File: config.mk
export PLATFORM = sky130hd
export DESIGN_NAME = matrix_multiply_engine
export DESIGN_NICKNAME = d
export VERILOG_FILES = /design/src/hw/rtl/mme_pkg.sv /design/src/hw/rtl/mme_csr.sv /design/src/hw/rtl/mme_ctrl.sv /design/src/hw/rtl/mme_dpath.sv /design/src/hw/rtl/matrix_multiply_engine.sv
export SDC_FILE = /design/constraint.sdc
export NUM_CORES = 2
export LEC_CHECK = 0
export ABC_AREA = 1
export BUFFER_PORTS_ARGS = -buffer_cell sky130_fd_sc_hd__buf_2
export CAP_MARGIN = 5
export CORE_AREA = 2 2 477 479
export CTS_CLUSTER_DIAMETER = 50
export CTS_CLUSTER_SIZE = 25
export DETAILED_ROUTE_END_ITERATION = 10
export DIE_AREA = 0 0 479 481
export GPL_ROUTABILITY_DRIVEN = 0
export PLACE_DENSITY = 0.72
export SLEW_MARGIN = 10
export SYNTH_ARGS = -nofsm -noshare
export SYNTH_HDL_FRONTEND = slang
export SYNTH_HIERARCHICAL = 1
export SYNTH_SLANG_ARGS = --single-unit
File: constraint.sdc
create_clock -name clock -period 5.4 [get_ports clock]
set_input_delay 0.54 -clock clock [delete_from_list [all_inputs] [get_ports clock]]
set_output_delay 0.54 -clock clock [all_outputs]
set_load 0.01 [all_outputs]
File: src/hw/rtl/mme_pkg.sv
`default_nettype none

package mme_pkg;

   localparam int DIM_W  = 4;
   localparam int IDX_W  = 3;
   localparam int VAL_W  = 16;
   localparam int PROD_W = 36;
   localparam int OP_W   = 2;
   localparam int STAT_W = 2;
   localparam int CSR_W  = 2;

   localparam logic [OP_W-1:0] OP_WRITE_A = 2'd0;
   localparam logic [OP_W-1:0] OP_WRITE_B = 2'd1;
   localparam logic [OP_W-1:0] OP_COMPUTE = 2'd2;

   localparam logic [STAT_W-1:0] STAT_OK     = 2'd0;
   localparam logic [STAT_W-1:0] STAT_RANGE  = 2'd1;
   localparam logic [STAT_W-1:0] STAT_SINGLE = 2'd2;

   localparam logic [CSR_W-1:0] CSR_ROWS_A = 2'd0;
   localparam logic [CSR_W-1:0] CSR_INNER  = 2'd1;
   localparam logic [CSR_W-1:0] CSR_COLS_B = 2'd2;

   localparam logic [DIM_W-1:0] DIM_RESET = 4'd2;

   typedef struct packed {
      logic [OP_W-1:0]         operation;
      logic [IDX_W-1:0]        row_index;
      logic [IDX_W-1:0]        col_index;
      logic signed [VAL_W-1:0] element_value;
   } req_type;

   typedef struct packed {
      logic [IDX_W-1:0]         out_row;
      logic [IDX_W-1:0]         out_col;
      logic signed [PROD_W-1:0] product_value;
      logic                     last;
      logic [STAT_W-1:0]        status;
   } rsp_type;

   typedef struct packed {
      logic [DIM_W-1:0] m;
      logic [DIM_W-1:0] n;
      logic [DIM_W-1:0] p;
   } dims_type;

   // one multiply step entering the datapath pipeline
   typedef struct packed {
      logic             valid;
      logic             first;
      logic             last_t;
      logic             final_elem;
      logic [IDX_W-1:0] row;
      logic [IDX_W-1:0] col;
   } issue_type;

   // response beat that does not go through the multiplier
   typedef struct packed {
      logic              valid;
      logic [IDX_W-1:0]  row;
      logic [IDX_W-1:0]  col;
      logic [STAT_W-1:0] status;
   } imm_type;

   typedef struct packed {
      logic we_a;
      logic we_b;
      logic zero;
   } wr_type;

endpackage

`default_nettype wire

File: src/hw/rtl/mme_csr.sv
`default_nettype none

module mme_csr
   import mme_pkg::*;
#(
   parameter int MAX_DIM = 8
) (
   input  wire logic               clock,
   input  wire logic               reset,
   input  wire logic               csr_we,
   input  wire logic [CSR_W-1:0]   csr_index,
   input  wire logic [DIM_W-1:0]   csr_wdata,
   output dims_type                dims
);

   logic [DIM_W-1:0] rows_a_ff, rows_a_in;
   logic [DIM_W-1:0] inner_ff, inner_in;
   logic [DIM_W-1:0] cols_b_ff, cols_b_in;

   function automatic logic [DIM_W-1:0] eff_dim(input logic [DIM_W-1:0] v);
      logic [DIM_W-1:0] r;
      if (v == '0) begin
         r = DIM_W'(1);
      end else if (int'(v) > MAX_DIM) begin
         r = DIM_W'(MAX_DIM);
      end else begin
         r = v;
      end
      return r;
   endfunction

   always_comb begin
      rows_a_in = rows_a_ff;
      inner_in  = inner_ff;
      cols_b_in = cols_b_ff;
      if (csr_we) begin
         unique case (csr_index)
            CSR_ROWS_A: rows_a_in = csr_wdata;
            CSR_INNER:  inner_in  = csr_wdata;
            CSR_COLS_B: cols_b_in = csr_wdata;
            default: ;
         endcase
      end
   end

   always_ff @(posedge clock) begin
      if (reset) begin
         rows_a_ff <= DIM_RESET;
         inner_ff  <= DIM_RESET;
         cols_b_ff <= DIM_RESET;
      end else begin
         rows_a_ff <= rows_a_in;
         inner_ff  <= inner_in;
         cols_b_ff <= cols_b_in;
      end
   end

   assign dims.m = eff_dim(rows_a_ff);
   assign dims.n = eff_dim(inner_ff);
   assign dims.p = eff_dim(cols_b_ff);

endmodule

`default_nettype wire

File: src/hw/rtl/mme_ctrl.sv
`default_nettype none

module mme_ctrl
   import mme_pkg::*;
#(
   parameter int MAX_DIM = 8
) (
   input  wire logic                                   clock,
   input  wire logic                                   reset,
   input  wire logic                                   start,
   input  wire req_type                                req_data,
   input  wire dims_type                               dims,
   input  wire logic                                   pipe_busy,
   output logic                                        busy,
   output wr_type                                      wr,
   output logic [$clog2(MAX_DIM*MAX_DIM)-1:0]          wr_addr,
   output issue_type                                   iss,
   output logic [$clog2(MAX_DIM*MAX_DIM)-1:0]          rd_a_addr,
   output logic [$clog2(MAX_DIM*MAX_DIM)-1:0]          rd_b_addr,
   output imm_type                                     imm
);

   localparam int DEPTH = MAX_DIM * MAX_DIM;
   localparam int AW    = $clog2(DEPTH);
   localparam logic [AW-1:0] STRIDE    = AW'(MAX_DIM);
   localparam logic [AW-1:0] LAST_ADDR = AW'(DEPTH - 1);

   typedef enum logic [3:0] {
      ST_CLEAR = 4'b0001,
      ST_IDLE  = 4'b0010,
      ST_ISSUE = 4'b0100,
      ST_DRAIN = 4'b1000
   } state_type;

   state_type        state_ff, state_in;
   logic [AW-1:0]    clr_ff, clr_in;
   logic [DIM_W-1:0] i_ff, i_in;
   logic [DIM_W-1:0] j_ff, j_in;
   logic [DIM_W-1:0] t_ff, t_in;
   logic [AW-1:0]    a_base_ff, a_base_in;
   logic [AW-1:0]    a_addr_ff, a_addr_in;
   logic [AW-1:0]    b_addr_ff, b_addr_in;

   logic             accept;
   logic             t_last, j_last, i_last;
   logic             in_range;
   logic [AW-1:0]    load_addr;
   logic [DIM_W-1:0] row_w, col_w;

   assign accept    = start && !busy;
   assign t_last    = (t_ff == dims.n - DIM_W'(1));
   assign j_last    = (j_ff == dims.p - DIM_W'(1));
   assign i_last    = (i_ff == dims.m - DIM_W'(1));
   assign row_w     = DIM_W'(req_data.row_index);
   assign col_w     = DIM_W'(req_data.col_index);
   assign load_addr = AW'(req_data.row_index) * STRIDE + AW'(req_data.col_index);

   always_comb begin
      if (req_data.operation == OP_WRITE_A) begin
         in_range = (row_w < dims.m) && (col_w < dims.n);
      end else begin
         in_range = (row_w < dims.n) && (col_w < dims.p);
      end
   end

   always_comb begin
      state_in  = state_ff;
      clr_in    = clr_ff;
      i_in      = i_ff;
      j_in      = j_ff;
      t_in      = t_ff;
      a_base_in = a_base_ff;
      a_addr_in = a_addr_ff;
      b_addr_in = b_addr_ff;
      busy      = 1'b1;
      wr        = '0;
      wr_addr   = load_addr;
      iss       = '0;
      imm       = '0;
      rd_a_addr = a_addr_ff;
      rd_b_addr = b_addr_ff;

      unique case (state_ff)
         ST_CLEAR: begin
            wr.we_a = 1'b1;
            wr.we_b = 1'b1;
            wr.zero = 1'b1;
            wr_addr = clr_ff;
            clr_in  = clr_ff + AW'(1);
            if (clr_ff == LAST_ADDR) begin
               state_in = ST_IDLE;
            end
         end
         ST_IDLE: begin
            busy = 1'b0;
            if (accept) begin
               priority if (req_data.operation == OP_WRITE_A ||
                            req_data.operation == OP_WRITE_B) begin
                  wr.we_a    = in_range && (req_data.operation == OP_WRITE_A);
                  wr.we_b    = in_range && (req_data.operation == OP_WRITE_B);
                  imm.valid  = 1'b1;
                  imm.row    = req_data.row_index;
                  imm.col    = req_data.col_index;
                  imm.status = in_range ? STAT_OK : STAT_RANGE;
               end else if (req_data.operation == OP_COMPUTE) begin
                  if (dims.m < DIM_W'(2) && dims.p < DIM_W'(2)) begin
                     imm.valid  = 1'b1;
                     imm.status = STAT_SINGLE;
                  end else begin
                     state_in  = ST_ISSUE;
                     i_in      = '0;
                     j_in      = '0;
                     t_in      = '0;
                     a_base_in = '0;
                     a_addr_in = '0;
                     b_addr_in = '0;
                  end
               end else begin
               end
            end
         end
         ST_ISSUE: begin
            iss.valid      = 1'b1;
            iss.first      = (t_ff == '0);
            iss.last_t     = t_last;
            iss.final_elem = t_last && j_last && i_last;
            iss.row        = i_ff[IDX_W-1:0];
            iss.col        = j_ff[IDX_W-1:0];
            if (!t_last) begin
               t_in      = t_ff + DIM_W'(1);
               a_addr_in = a_addr_ff + AW'(1);
               b_addr_in = b_addr_ff + STRIDE;
            end else begin
               t_in = '0;
               if (!j_last) begin
                  j_in      = j_ff + DIM_W'(1);
                  a_addr_in = a_base_ff;
                  b_addr_in = AW'(j_ff) + AW'(1);
               end else begin
                  j_in      = '0;
                  i_in      = i_ff + DIM_W'(1);
                  a_base_in = a_base_ff + STRIDE;
                  a_addr_in = a_base_ff + STRIDE;
                  b_addr_in = '0;
                  if (i_last) begin
                     state_in = ST_DRAIN;
                  end
               end
            end
         end
         ST_DRAIN: begin
            if (!pipe_busy) begin
               state_in = ST_IDLE;
            end
         end
         default: begin
            state_in = ST_IDLE;
         end
      endcase
   end

   always_ff @(posedge clock) begin
      if (reset) begin
         state_ff <= ST_CLEAR;
         clr_ff   <= '0;
      end else begin
         state_ff <= state_in;
         clr_ff   <= clr_in;
      end
   end

   always_ff @(posedge clock) begin
      i_ff      <= i_in;
      j_ff      <= j_in;
      t_ff      <= t_in;
      a_base_ff <= a_base_in;
      a_addr_ff <= a_addr_in;
      b_addr_ff <= b_addr_in;
   end

   a_no_write_while_issue: assert property (@(posedge clock) disable iff (reset)
      iss.valid |-> !(wr.we_a || wr.we_b))
      else $error("store write during multiply issue");

   a_final_then_drain: assert property (@(posedge clock) disable iff (reset)
      (iss.valid && iss.final_elem) |=> (state_ff == ST_DRAIN))
      else $error("last product issued without drain");

endmodule

`default_nettype wire

File: src/hw/rtl/mme_dpath.sv
`default_nettype none

module mme_dpath
   import mme_pkg::*;
#(
   parameter int MAX_DIM    = 8,
   parameter int DATA_WIDTH = 16
) (
   input  wire logic                                   clock,
   input  wire logic                                   reset,
   input  wire wr_type                                 wr,
   input  wire logic [$clog2(MAX_DIM*MAX_DIM)-1:0]     wr_addr,
   input  wire logic signed [VAL_W-1:0]                wr_value,
   input  wire issue_type                              iss,
   input  wire logic [$clog2(MAX_DIM*MAX_DIM)-1:0]     rd_a_addr,
   input  wire logic [$clog2(MAX_DIM*MAX_DIM)-1:0]     rd_b_addr,
   input  wire imm_type                                imm,
   output logic                                        pipe_busy,
   output logic                                        rsp_valid,
   output rsp_type                                     rsp_data
);

   localparam int DEPTH = MAX_DIM * MAX_DIM;

   logic [DATA_WIDTH-1:0] mem_a [DEPTH];
   logic [DATA_WIDTH-1:0] mem_b [DEPTH];

   logic [DATA_WIDTH-1:0]    wr_data;
   logic [DATA_WIDTH-1:0]    rd_a_ff, rd_b_ff;
   issue_type                iss1_ff, iss2_ff;
   logic signed [PROD_W-1:0] prod_ff, prod_in;
   logic signed [PROD_W-1:0] acc_ff, sum;
   logic                     rsp_valid_ff, rsp_valid_in;
   rsp_type                  rsp_ff, rsp_in;

   assign wr_data = wr.zero ? '0 : DATA_WIDTH'($unsigned(wr_value));

   always_ff @(posedge clock) begin
      if (wr.we_a) begin
         mem_a[wr_addr] <= wr_data;
      end
      rd_a_ff <= mem_a[rd_a_addr];
   end

   always_ff @(posedge clock) begin
      if (wr.we_b) begin
         mem_b[wr_addr] <= wr_data;
      end
      rd_b_ff <= mem_b[rd_b_addr];
   end

   assign prod_in = PROD_W'($signed(rd_a_ff) * $signed(rd_b_ff));
   assign sum     = (iss2_ff.first ? '0 : acc_ff) + prod_ff;

   always_comb begin
      rsp_valid_in = 1'b0;
      rsp_in       = rsp_ff;
      priority if (imm.valid) begin
         rsp_valid_in         = 1'b1;
         rsp_in.out_row       = imm.row;
         rsp_in.out_col       = imm.col;
         rsp_in.product_value = '0;
         rsp_in.last          = 1'b1;
         rsp_in.status        = imm.status;
      end else if (iss2_ff.valid && iss2_ff.last_t) begin
         rsp_valid_in         = 1'b1;
         rsp_in.out_row       = iss2_ff.row;
         rsp_in.out_col       = iss2_ff.col;
         rsp_in.product_value = sum;
         rsp_in.last          = iss2_ff.final_elem;
         rsp_in.status        = STAT_OK;
      end else begin
      end
   end

   always_ff @(posedge clock) begin
      if (reset) begin
         iss1_ff      <= '0;
         iss2_ff      <= '0;
         rsp_valid_ff <= 1'b0;
      end else begin
         iss1_ff      <= iss;
         iss2_ff      <= iss1_ff;
         rsp_valid_ff <= rsp_valid_in;
      end
   end

   always_ff @(posedge clock) begin
      prod_ff <= prod_in;
      rsp_ff  <= rsp_in;
      if (iss2_ff.valid) begin
         acc_ff <= sum;
      end
   end

   assign pipe_busy = iss1_ff.valid || iss2_ff.valid;
   assign rsp_valid = rsp_valid_ff;
   assign rsp_data  = rsp_ff;

   a_no_beat_clash: assert property (@(posedge clock) disable iff (reset)
      imm.valid |-> !(iss2_ff.valid && iss2_ff.last_t))
      else $error("status beat collides with product beat");

   a_accumulate_follows: assert property (@(posedge clock) disable iff (reset)
      (iss2_ff.valid && !iss2_ff.first) |-> $past(iss2_ff.valid))
      else $error("accumulate without preceding product");

   a_final_closes_sum: assert property (@(posedge clock) disable iff (reset)
      (iss2_ff.valid && iss2_ff.final_elem) |-> iss2_ff.last_t)
      else $error("final element flagged mid dot product");

endmodule

`default_nettype wire

File: src/hw/rtl/matrix_multiply_engine.sv
// loads: one beat per cycle while busy is low, status beat on rsp the cycle after start
// compute: one multiply per cycle through the single multiply-accumulate pipe (store read,
//   product, accumulator and response registers); 1x1 results give a STAT_SINGLE beat
// busy stays high until the last product beat is on rsp; rsp cannot be stalled
// reset: synchronous; busy after reset while both stores are swept to zero, sizes
//   return to 2x2x2
`default_nettype none

module matrix_multiply_engine
   import mme_pkg::*;
#(
   parameter int MAX_DIM    = 8,
   parameter int DATA_WIDTH = 16
) (
   input  wire logic             clock,
   input  wire logic             reset,
   input  wire logic             start,
   output logic                  busy,
   input  wire req_type          req_data,
   output logic                  rsp_valid,
   output rsp_type               rsp_data,
   input  wire logic             csr_we,
   input  wire logic [CSR_W-1:0] csr_index,
   input  wire logic [DIM_W-1:0] csr_wdata
);

   localparam int AW = $clog2(MAX_DIM * MAX_DIM);

   dims_type      dims;
   wr_type        wr;
   issue_type     iss;
   imm_type       imm;
   logic          pipe_busy;
   logic [AW-1:0] wr_addr;
   logic [AW-1:0] rd_a_addr;
   logic [AW-1:0] rd_b_addr;

   mme_csr #(
      .MAX_DIM (MAX_DIM)
   ) u_csr (
      .clock     (clock),
      .reset     (reset),
      .csr_we    (csr_we),
      .csr_index (csr_index),
      .csr_wdata (csr_wdata),
      .dims      (dims)
   );

   mme_ctrl #(
      .MAX_DIM (MAX_DIM)
   ) u_ctrl (
      .clock     (clock),
      .reset     (reset),
      .start     (start),
      .req_data  (req_data),
      .dims      (dims),
      .pipe_busy (pipe_busy),
      .busy      (busy),
      .wr        (wr),
      .wr_addr   (wr_addr),
      .iss       (iss),
      .rd_a_addr (rd_a_addr),
      .rd_b_addr (rd_b_addr),
      .imm       (imm)
   );

   mme_dpath #(
      .MAX_DIM    (MAX_DIM),
      .DATA_WIDTH (DATA_WIDTH)
   ) u_dpath (
      .clock     (clock),
      .reset     (reset),
      .wr        (wr),
      .wr_addr   (wr_addr),
      .wr_value  (req_data.element_value),
      .iss       (iss),
      .rd_a_addr (rd_a_addr),
      .rd_b_addr (rd_b_addr),
      .imm       (imm),
      .pipe_busy (pipe_busy),
      .rsp_valid (rsp_valid),
      .rsp_data  (rsp_data)
   );

endmodule

`default_nettype wire
# Yosys cells after proc, flatten, opt, wreduce, memory -nomap -nowiden
# Memories as Yosys holds them, arrays and structs flattened. A register that Yosys moved wholly into a read port is not among the register bits.
# Cells that the tools add are included.
[word_totals] regBits=190 ram_bits=2048 input_bits=34 out_inout_bits=47 memories=2
[classes] addsub=13 mul=1 magnitude_cmp=9 n_eq_ne=21 muxes=68 n_bitwise=1 reduce_logical=27
[mem_list] memory="u_dpath.mem_a" words=64 width=16 read_ports=1 rd_clocked_by_memory_dff=1 wr=1 line_no="mme_dpath.sv:25" source="logic [DATA_WIDTH-1:0] mem_a [DEPTH];"
[mem_list] memory="u_dpath.mem_b" words=64 width=16 read_ports=1 rd_clocked_by_memory_dff=1 wr=1 line_no="mme_dpath.sv:26" source="logic [DATA_WIDTH-1:0] mem_b [DEPTH];"
[ops] cell="2-to-1 mux 4 bit" n=24
[ops] cell="2-to-1 mux 45 bit" n=2
[ops] cell="2-to-1 mux 6 bit" n=11
[ops] cell="adder 36 bit" n=1
[ops] cell="2-to-1 mux 36 bit" n=1
[ops] cell="one-hot mux 6 bit (2 select lines)" n=3
[ops] cell="multiplier 16 x 16 -> 32 bit" n=1
[ops] cell="one-hot mux 4 bit (2 select lines)" n=3
[ops] cell="2-to-1 mux 9 bit" n=2
[ops] cell="zero test 4 bit" n=4
[ops] cell="< comparator 3 x 4 -> 1 bit" n=4
[ops] cell="2-to-1 mux 16 bit" n=1
[ops] cell="one-hot mux 4 bit (4 select lines)" n=1
[ops] cell="2-to-1 mux 1 bit" n=13
[ops] cell="adder 4 x 1 -> 4 bit (second input constant)" n=3
[ops] cell="adder 6 x 1 -> 6 bit (second input constant)" n=2
[ops] cell="adder 6 x 4 -> 6 bit (second input constant)" n=2
[ops] cell="equality test 4 bit" n=3
[ops] cell="> comparator 4 bit (second input constant)" n=3
[ops] cell="subtractor 4 x 1 -> 4 bit (second input constant)" n=3
[ops] cell="2-to-1 mux 10 bit" n=1
[ops] cell="2-to-1 mux 2 bit" n=5
[ops] cell="inequality test 2 x 1 -> 1 bit (second input constant)" n=5
[ops] cell="logical AND 1 bit" n=9
[ops] cell="22 further kinds" n=33

# Logic depth before layout (Yosys ltp)
[logic_depth] ltp_word=12 mapped_depth=26 ltp_nobuf=24

# Cells and area by module
# The synthesis kept the hierarchy.
[modules_own_cells] mod="mme_dpath" instances=1 cells_per_inst=8856 area_per_inst_um2=99766.9 seq_area_each_um2=65262.6
[modules_own_cells] mod="mme_ctrl" instances=1 cells_per_inst=366 area_per_inst_um2=2721.4 seq_area_each_um2=1011.0
[modules_own_cells] mod="mme_csr" instances=1 cells_per_inst=94 area_per_inst_um2=610.6 seq_area_each_um2=240.2

# Worst setup path before layout
# OpenSTA, ideal clock, no wires.
[synth_timing] path_kind="flip-flop to flip-flop" from="register u_dpath.rd_a_ff[15], read port of u_dpath.mem_a" to="register u_dpath.prod_ff[26]" arrival_ns=5.316 required_ns=5.287 path_slack_ns=-0.029 stages_incl_launch_ff=21 path_buffers=1 synth_period_minus_slack_ns=5.429 path_cell_list="dfxtp_1 -> clkbuf_1 -> nand2_1 -> inv_1 -> fa_1 -> fa_1 -> fa_1 -> fa_1 -> fa_1 -> inv_1 -> fa_1 -> inv_1 -> ha_1 -> nand2_1 -> nor2_1 -> inv_1 -> nor2_1 -> and3_1 -> nand2_1 -> nand4_1 -> nand2_1"
[synth_between] elab_chain_len=1
[synth_lines] element="from (decl)" line_no="mme_dpath.sv:29" source="logic [DATA_WIDTH-1:0] rd_a_ff, rd_b_ff;"
[synth_lines] element="multiplier 16 x 16 -> 32 bit" line_no="mme_dpath.sv:52" source="assign prod_in = PROD_W'($signed(rd_a_ff) * $signed(rd_b_ff));"
[synth_lines] element="named net u_dpath.prod_in[26]" line_no="mme_dpath.sv:31" source="logic signed [PROD_W-1:0] prod_ff, prod_in;"
[synth_lines] element="to (signal assigned)" line_no="mme_dpath.sv:89" source="prod_ff <= prod_in;"
[synth_lines] element="to (decl)" line_no="mme_dpath.sv:31"
# The timed path passes the listed nets, and every way through them passes these cells.
# A chain may end at the register's enable or synchronous reset.

# Final worst setup path
[layout_timing] from="register u_dpath.rd_a_ff[15], read port of u_dpath.mem_a" to="register u_dpath.prod_ff[31]"
# Same word-level chain as after synthesis.

==> results.py <==
metrics = {
    "run_status": {
        "status": "complete, no violations",
    },
    "cells_and_area": {
        "fin_cells": 12500,
        "area_of_the_multi_input_gates_um2": 32400,
        "final.fill_count": 19000,
        "layout.cells.most_common_list": "edfxtp_1 (2119), nand2_1 (1771), nor2_1 (1262)",
        "postLayoutCoreUtil_pct": 50.7,
        "area_growth_synth_to_finish_pct": 11.0,
        "register_area_um2": 66600,
        "layout.cells.most_common": "edfxtp_1",
        "drive_above_1_share_pct": 10.1,
        "fin_nets": 9774,
    },
    "global_routing": {
        "wire_length_of_the_first_global_routing_pass_um": 414000,
        "grt_pass1_vias": 69200,
        "grt.total_usage_pct": 23.3,
        "maximum_number_of_pins_on_one_net_before_global_route_repair": 271,
        "grt.overflow.total": 0,
        "antenna_found_initial": 4,
    },
    "floorplan": {
        "initial_utilization_pct": 45.7,
        "core_area_um2": 226000,
        "fp.dieArea_um2": 230000,
        "dieHeight_um": 481,
        "floorplan.io_pins": 81,
        "fp-row-count": 175,
        "die_w_um": 479,
    },
    "critical_path": {
        "crit_chain": "buf_6 > nand2_1 > fa_1 > inv_1 > fa_2 > buf_6 > fa_1 > fa_1 > fa_1 > fa_1 > ha_1 > nand2_1 > nor2_1 > nand2_2 > nor3_2 > nand2_1 > inv_1 > nor2_1 > nand2_1 > nand2_1",
        "worst-path-max-fanout": 7,
        "worst-path-buf-inv": 4,
        "criticalPathCategory": "reg2reg",
        "worst_path_max_delay_cell": "fa_2",
        "crit_family": "adder cells",
        "startpoint_type": "flip-flop",
        "endpoint_kind": "flip-flop",
        "worst_ep_required_time_ns": 6.11,
        "worst_stage_delay_on_the_critical_path_ns": 0.64,
        "arrival_time_at_the_worst_endpoint_ns": 6.06,
    },
    "clocking": {
        "cts_max_path_buffers": 3,
        "numClockSinks": 2263,
        "cts.clk_slew.worst_paths_ns": 0.08,
        "cts_max_level": 4,
        "clock_root_buffer": "clkbuf_16",
        "clk_latency_ns": 0.85,
        "cts-buffers-inserted": 152,
        "tritoncts": "yes",
    },
    "logic_synthesis": {
        "yosysWarnings": 6,
        "ys_types": 51,
        "synth.ff_latch_count": 2263,
        "mappedNetlistNets": 9749,
        "synth_enable_flop_cells": 2119,
        "synth.yosys.seq_area_share_pct": 64.5,
        "syn-mean-instance-area_um2": 11.1,
        "synth_xor_area_share_pct": 0.559,
        "yosys-mux-area-fraction_pct": 0,
        "synth_top_family_by_area": "simple AND/OR/NAND/NOR gates",
        "post_synth_and_or_nand_nor_area_fraction_pct": 13.9,
        "synth_fa_ha_area_share_pct": 6.76,
        "synth_instances": 9316,
        "yosys_most_used_dff": "edfxtp_1",
        "synth-async-reset-ratio_pct": 0,
        "synth.cell_area_um2": 103000,
        "synth-compound-area-share_pct": 9.06,
    },
    "sta": {
        "rsz0062_at_grt": "yes",
        "hold_viol_final": 0,
        "worst_slew_margin_rel_pct": 1.61,
        "totalNegativeSetupSlack_ns": 0,
        "clock-skew-final_ns": 0.0500,
        "count_of_pins_over_their_slew_limit": 0,
        "final_min_period_over_clock_period_pct": 99.2,
        "timing.final.crit_period_ns": 5.36,
        "fmax_mhz": 187,
        "finalSetupViolCount": 0,
        "tightest_slew_ns": 1.48,
    },
    "routing": {
        "dr_total_vias": 72100,
        "via_per_inst": 5.78,
        "wl_per_cell_um": 22.1,
        "detail_route.first_pass.iterations": 8,
        "ant_nets": 0,
        "route.detailed.drc": 0,
        "drt_wl_total_um": 276000,
        "drt-initial-drc-count": 10100,
    },
    "placed_design": {
        "dp_hpwl_um": 163000,
        "place_inst": 12200,
        "placement.io_buffers": 80,
    },
    "run": {
        "timing.max_cap.violations": 0,
    },
    "hold_path": {
        "min_path_type": "in2reg",
    },
}
## Yosys cell counts, types with 20 or more instances
cell type	instances	share of area [%]
edfxtp_1	2119	62
nand2_1	1780	6.5
nor2_1	1298	4.7
o21ai_0	957	4.6
inv_1	706	2.6
o22ai_1	513	3.1
clkbuf_1	320	1.2
nand3_1	307	1.5
fa_1	263	5.1
dfxtp_1	144	2.8
nor3_1	140	0.68
buf_2	136	0.66
ha_1	136	1.7
o21ai_1	113	0.55
a21oi_1	72	0.35
xor2_1	40	0.34
buf_4	39	0.28
buf_1	27	0.098
nand4_1	25	0.15
xnor2_1	24	0.20
buf_6	22	0.24
and2_1	20	0.12
## cells by family after synthesis
| family | Yosys count |
|---|---|
| AOI/OAI and AO/OA | 1706 |
| and+or+nand+nor | 3609 |
| xor gates and xnor gates | 65 |
| buffers and inverters | 1274 |
| adders and majority gates | 399 |
| DFF | 2263 |
## path summary, 6_finish.rpt
path | from | endpoint | slack, ns | depth (start not counted)
setup / recovery | u_dpath/rd_a_ff[15]$_DFF_P_ | u_dpath/prod_ff[31]$_DFF_P_ | 0.04 | 20
hold reg to reg | u_dpath/iss1_ff[8]$_SDFF_PP0_ | u_dpath/iss2_ff[8]$_SDFF_PP0_ | 0.41 | 2
setup reg to reg | u_dpath/rd_a_ff[15]$_DFF_P_ | u_dpath/prod_ff[31]$_DFF_P_ | 0.04 | 20
hold / removal | csr_index[1] | u_csr/cols_b_ff[1]$_SDFFE_PP1P_ | 0.05 | 3
## through the flow
stage | setup slack [ns] | hold slack [ns] | instance area, um2
finish | 0.0422 | 0.0462 | 114000
global route | -0.162 | 0.0319 | 114000
CTS | 0.00267 | 0.00283 | 114000
detailed placement | -0.149 | 0.399 | 108000
global placement | -0.0820 | 0.395 | 108000
floorplan | 0.0714 | 0.388 | 103000
## metal layers
layer,global-route usage (%),up-vias,share of wire (%)
met1,31.6,35200,38
met3,4.30,599,11
met2,37.1,4281,46
met4,9.66,0,4.4
li1,-,32100,-
met5,0,-,0
## registers in the layout, summed over array words and instances, names as in the netlist
| signal | count |
|---|---|
| u_ctrl/state_ff | 4 |
| u_ctrl/i_ff | 4 |
| u_dpath/mem_b | 1024 |
| u_ctrl/clr_ff | 6 |
| u_dpath/rsp_valid | 1 |
| u_ctrl/rd_b_addr | 6 |
| u_dpath/mem_a | 1024 |
| u_ctrl/a_base_ff | 3 |
| u_dpath/iss2_ff | 10 |
| u_ctrl/t_ff | 4 |
| u_dpath/rsp_data | 45 |
| u_dpath/rd_a_ff | 16 |
| u_ctrl/j_ff | 4 |
| u_csr/cols_b_ff | 4 |
| u_dpath/rd_b_ff | 16 |
| u_dpath/prod_ff | 32 |
| u_csr/inner_ff | 4 |
| u_ctrl/rd_a_addr | 6 |
| u_dpath/iss1_ff | 10 |
| u_dpath/acc_ff | 36 |
| u_csr/rows_a_ff | 4 |
## cell type report
class,count,area share [%]
Tap cell,3009,3.29
Timing Repair Buffer,419,3.07
Antenna cell,5,0.0109
Multi-Input combinational cell,5779,28.3
Clock buffer,163,3.39
Inverter,726,2.43
Sequential cell,2263,58.1
Clock inverter,117,1.40
## worst register-to-register path: stages (launching register included)
cell and delay [ns]:
dfxtp_4 0.38, buf_6 0.14, nand2_1 0.11, fa_1 0.52, inv_1 0.07, fa_2 0.64
buf_6 0.16, fa_1 0.44, fa_1 0.58, fa_1 0.43, fa_1 0.45, ha_1 0.40
nand2_1 0.17, nor2_1 0.20, nand2_2 0.10, nor3_2 0.15, nand2_1 0.10, inv_1 0.07
nor2_1 0.04, nand2_1 0.05, nand2_1 0.05
## timing repair
action                     4_1_cts  5_1_grt
hold endpoints to repair         9        0
setup endpoints to repair        8       19
setup buffers                    0        8
hold buffers                     5        0
pin swaps                        0       30
gates resized for setup          7      128
Power is not shown: default switching activity piles up to over one toggle a cycle in this logic, so the estimate is an artifact.
